===== config.mk =====
export PLATFORM = sky130hd
export DESIGN_NAME = bc_temp
export DESIGN_NICKNAME = d
export VERILOG_FILES = /design/src/sv/bc_temp.sv
export SDC_FILE = /design/constraint.sdc
export NUM_CORES = 2
export LEC_CHECK = 0
export ABC_AREA = 0
export BUFFER_PORTS_ARGS = -buffer_cell sky130_fd_sc_hd__clkbuf_2
export CORE_ASPECT_RATIO = 0.75
export CORE_MARGIN = 3
export CORE_UTILIZATION = 35
export DETAILED_ROUTE_END_ITERATION = 8
export HOLD_SLACK_MARGIN = 0.12
export PLACE_DENSITY_LB_ADDON = 0.15
export SLEW_MARGIN = 20
export SYNTH_ARGS = -nofsm -noshare
export SYNTH_HDL_FRONTEND = slang
export SYNTH_SLANG_ARGS = --single-unit
export TNS_END_PERCENT = 20

===== constraint.sdc =====
create_clock -name aclk -period 10.7 [get_ports aclk]
set_clock_uncertainty 0.2 [all_clocks]
set_input_delay 1.605 -clock aclk [delete_from_list [all_inputs] [get_ports aclk]]
set_output_delay 1.605 -clock aclk [all_outputs]
set_load 0.02 [all_outputs]

===== src/sv/bc_temp.sv =====
// four-stage fine-temperature pipeline with a carried side payload
module bc_temp #(
    parameter int SW = 1
) (
    input  logic          aclk,
    input  logic          aresetn,
    input  logic          en,
    input  logic          in_valid,
    input  logic [19:0]   adc_t,
    input  logic [SW-1:0] side_in,
    input  logic [47:0]   coeffs,
    output logic          out_valid,
    output logic [31:0]   tfine,
    output logic [SW-1:0] side_out
);

    logic [31:0] t1;
    logic [31:0] t2;
    logic [31:0] t3;

    logic [31:0]   a_reg, b_reg;
    logic [31:0]   m1_reg, bb_reg;
    logic [31:0]   tv1_reg, m2_reg;
    logic [31:0]   tfine_reg;
    logic [SW-1:0] side_reg [4];
    logic [3:0]    valid_reg;

    logic [31:0] tv1_c, bbs_c, m2s_c;

    assign t1 = {16'd0, coeffs[15:0]};
    assign t2 = {{16{coeffs[31]}}, coeffs[31:16]};
    assign t3 = {{16{coeffs[47]}}, coeffs[47:32]};

    always_comb begin
        tv1_c = $signed(m1_reg) >>> 11;
        bbs_c = $signed(bb_reg) >>> 12;
        m2s_c = $signed(m2_reg) >>> 14;
    end

    always_ff @(posedge aclk) begin
        if (!aresetn) begin
            valid_reg <= '0;
        end else if (en) begin
            valid_reg <= {valid_reg[2:0], in_valid};
        end
    end

    always_ff @(posedge aclk) begin
        if (en) begin
            a_reg       <= 32'(adc_t >> 3) - (t1 << 1);
            b_reg       <= 32'(adc_t >> 4) - t1;
            m1_reg      <= 32'(a_reg * t2);
            bb_reg      <= 32'(b_reg * b_reg);
            tv1_reg     <= tv1_c;
            m2_reg      <= 32'(bbs_c * t3);
            tfine_reg   <= tv1_reg + m2s_c;
            side_reg[0] <= side_in;
            side_reg[1] <= side_reg[0];
            side_reg[2] <= side_reg[1];
            side_reg[3] <= side_reg[2];
        end
    end

    assign out_valid = valid_reg[3];
    assign tfine     = tfine_reg;
    assign side_out  = side_reg[3];

endmodule


## Word level (Yosys, flattened, before mapping)

Memories as Yosys holds them, arrays and structs flattened.
Index checks and enable logic that the tools add are counted.
W data, S select, Z words.

- RAM bits: 4
- Logic and storage cells: 17
- Memories: 1
- Register bits: 217
- Output and inout bits: 34
- Bits of input ports: 73

Memory list:

| name | words | bits a word | read ports | clocked after Yosys merged registers in | wr ports | RTL line | source |
|---|---|---|---|---|---|---|---|
| side_reg | 4 | 1 | 4 | 0 | 4 | 25 | `logic [SW-1:0] side_reg [4];` |

- Add/sub/neg operators: 3
- Muxes and demuxes: 2
- Multiply operators: 3

Operators with widths:

| operator | number |
|---|---|
| $mul A20 B16 Y32 | 1 |
| $mul A32 B16 Y32 | 1 |
| $mul A32 B32 Y32 | 1 |
| $add A21 B18 Y22 | 1 |
| $sub A17 B17 Y18 | 1 |
| $sub A16 B16 Y17 | 1 |
| $mux W1 | 2 |

## Logic depth before layout (Yosys ltp)

- Depth in word-level cells: 2
- Mapped depth: 30
- Mapped depth without buffers: 28

## Least setup slack after synthesis

Ideal clock, no wire load.

- Kind: input to register
- From: in coeffs[20]
- To: reg m1_reg[29] (data pin)
- Library setup time: 0.266 ns
- Slack: 2.501 ns
- Arrival: 7.733 ns
- Stages on the path: 25
- Buffers on the path: 2
- Required time: 10.234 ns
- Cell sequence: clkbuf_1 clkbuf_1 nand2_1 fa_1 inv_1 fa_1 inv_1 fa_1 inv_1 fa_1 inv_1 fa_1 inv_1 fa_1 ha_1 a21o_1 a21o_1 a21o_1 a2111oi_0 a21bo_2 a211oi_2 o31ai_2 a2111oi_2 nor3_1 xor2_1

- Longest elaborated chain between the ends: 1

Ends and longest elaborated chain:

| item | RTL line | source |
|---|---|---|
| start, declared | 11 | `input logic [47:0] coeffs,` |
| $mul A32 B16 Y32 | 52 | `m1_reg <= 32'(a_reg * t2);` |
| end signal, assigned | 52 |  |
| end, declared | 22 | `logic [31:0] m1_reg, bb_reg;` |

Every way passes these cells.
A chain may end at the register's enable or synchronous reset.

==> results by group <==
Route
  • DR pass1 iterations: 5
  • Total vias in the final route: 23186
  • Final wirelength: 87700 um
  • Routed Antenna Nets: 0
  • 1st-iter DRT viols: 960
  • DR vias/cell: around 4.5
  • DRC errors left: 0
  • WL/cell: around 17 um

Critical path
  • Startpoint types: register
  • Worst EP required: around 11000 ps
  • Reg2reg setup slack: roughly 2300 ps
  • Crit path largest cell delay: between 900 and 1000 ps
  • CP max stage cell: edfxtp_1
  • CP max FO: 15
  • Crit. End Element: register
  • Crit path DAT: between 8000 and 9000 ps
  • Most numerous cell on the critical path: fa_1
  • Reg-to-Reg Start: a_reg[5]$_DFFE_PP_
  • Register-to-Register Path Depth: 25
  • Worst setup path category: reg -> reg
  • Reg2reg end: bb_reg[31]$_DFFE_PP_

Yosys
  • Primary FF master, synth: edfxtp_1
  • Synth top area share: a little under half
  • Post-synth top area cell: fa_1
  • Area of the mapped netlist: 36800 sq um
  • Top cells by count, synth: inv_1, fa_1, nand2_1
  • Syn_nets: between 5000 and 6000
  • Post-synth EDFFs: ~120
  • Sequential share of the synthesized area: about a tenth
  • Synth top area cells: fa_1, ha_1, edfxtp_1, inv_1, and2_1
  • Avg Inst Size Synth: just under 10 sq um
  • Post-synthesis cell type count: 64
  • Synth Warn #: 0
  • Yosys reg bits: 128
  • Post-synthesis cell count: 3742
  • Asr flop ratio synth: 0%
  • Count leader, synth: inv_1

Min path
  • End of the worst hold path: tv1_reg[18]$_DFFE_PP_
  • WHS Path Cells: 0
  • Hold Startpoint: m1_reg[29]$_DFFE_PP_
  • Hold Crit Class: reg -> reg

Global route
  • Global routing usage on met2: 26.4%
  • Vias in the first global route: approximately 26000
  • Largest net degree at the start of global routing: 67
  • Gr ovfl total: 0
  • Gr usage total: approximately 17%
  • Initial antenna violation count: 2
  • First-pass GRT wire length: between 100000 and 150000 um
  • Met1 usage: 26.5%
  • GR Util met3: 2.52%
  • Global route hottest layer: met1

Cells and area
  • Multi-input gate area: between 20000 and 30000 sq um
  • Area growth syn-to-layout: 6.82%
  • Post-layout net count: ~5000
  • Fillers: 10505
  • Layout cell share with drive strength beyond 1: under 10%
  • Reg area: 3800 sq um
  • Max reg flops: 22
  • Final Util: between 30% and 40%

Clock network
  • Worst-skew pair later-pin latency: roughly 490 ps
  • Clock transition at path regs: about 70 ps
  • TritonCTS Buffers: 17
  • Post-CTS setup buffers: 0
  • Post-CTS resize count: 0
  • Longest Clk Path Bufs: 2
  • H-tree Lvls: 4
  • Sink Count: ~130
  • CTS tree: done
  • Root buf cell: clkbuf_16
  • Hold_buf cts: 0

Job
  • MaxCap Viol Count: 0

STA
  • Worst setup margin: 2300 ps
  • Worst slew pin tran: ~1100 ps
  • Fmax: ~120 MHz
  • Hold Violations, Final: 0
  • Final min period: around 8400 ps
  • Max Slew Vio Count: 0
  • Slew Limit Headroom: between 20 and 30%
  • Period utilization: about 80%
  • Finish-stage setup viols: 0
  • RSZ-0062 raised after global routing: no
  • Setup_tns: 0 ps
  • Hold_ws: roughly 220 ps

Placement
  • Detailed Place HPWL: 73300 um
  • Port Buffer Count: about 100
  • Pre-CTS setup slack: roughly 1900 ps
  • Final Wtd Congestion: around 0.80

Floorplan
  • Core area: ~100000 sq um
  • Die H: ~290 um
  • Die ar.: 109000 sq um
  • Die width: 381 um
  • Initial Util: 35.5%
  • FP Rows: between 100 and 150
  • Num ports: about 110

Run status
  • Status: completed
==> area by class of cell <==
class                   instances  area share, %
diodes                          1        0.00636
clock buffers                  19           1.10
clock inverters                13          0.292
inverters                     992           9.46
multi-input cells            2478           73.0
flip-flops and latches        128           9.67
well taps                    1404           4.46
repair buffers                138           1.99
==> critical path, delay by kind of cell (launching register included) <==
family,cells,cell delay [ps]
simple gates,1,190
buf+inv,5,540
fa+ha+maj,9,3850
compound gates,9,2330
flops,1,930
xor+xnor,1,80
==> stage by stage <==
step | std cells | instance area [sq um]
after floorplan | 3742 | 36800
after CTS | 5172 | 39400
after global routing | 5172 | 39400
after global placement | 5140 | 38800
after detailed placement | 5140 | 38800
final | 5173 | 39400
==> metal layers <==
metal	wire, um	share of wire, %
met5	13	0.015
met4	996	1.1
met3	3330	3.8
met2	37700	43
met1	45600	52
==> cells in the final DEF, fill, tap and decap left out, drive strengths merged, types with 20 or more instances in the layout <==
master / n
xor2: 43
o21ai: 29
a21oi: 55
nand2b: 28
edfxtp: 124
fa: 860
nor2b: 26
inv: 992
and2: 305
buf: 36
nor3: 20
ha: 334
xnor2: 120
clkbuf: 121
nor2: 71
a21o: 32
nand2: 427
==> worst max path at each step <==
stage | startpoint | endpoint | cells after the start
after floorplan | coeffs[20] | m1_reg[29]$_DFFE_PP_ | 25
after global placement | coeffs[33] | m2_reg[30]$_DFFE_PP_ | 24
after detailed placement | coeffs[33] | m2_reg[30]$_DFFE_PP_ | 24
after CTS | a_reg[5]$_DFFE_PP_ | bb_reg[31]$_DFFE_PP_ | 25
after global routing | a_reg[5]$_DFFE_PP_ | bb_reg[31]$_DFFE_PP_ | 25
final | a_reg[5]$_DFFE_PP_ | bb_reg[31]$_DFFE_PP_ | 25
==> kinds of logic after synthesis <==
kind of cell	count (synthesis)	synth area share [%]
adder cells (fa/ha/maj)	1195	58.1
buffers and inverters	1136	11.7
AND/OR/NAND/NOR	914	12.1
AO/OA/AOI/OAI	200	3.78
XOR/XNOR	163	3.88
flip-flops	128	10.3
multiplexers	6	0.163
Power is left out: the tool's default activity adds up to more than one toggle a clock period on the data nets, which glitch-free logic cannot reach.
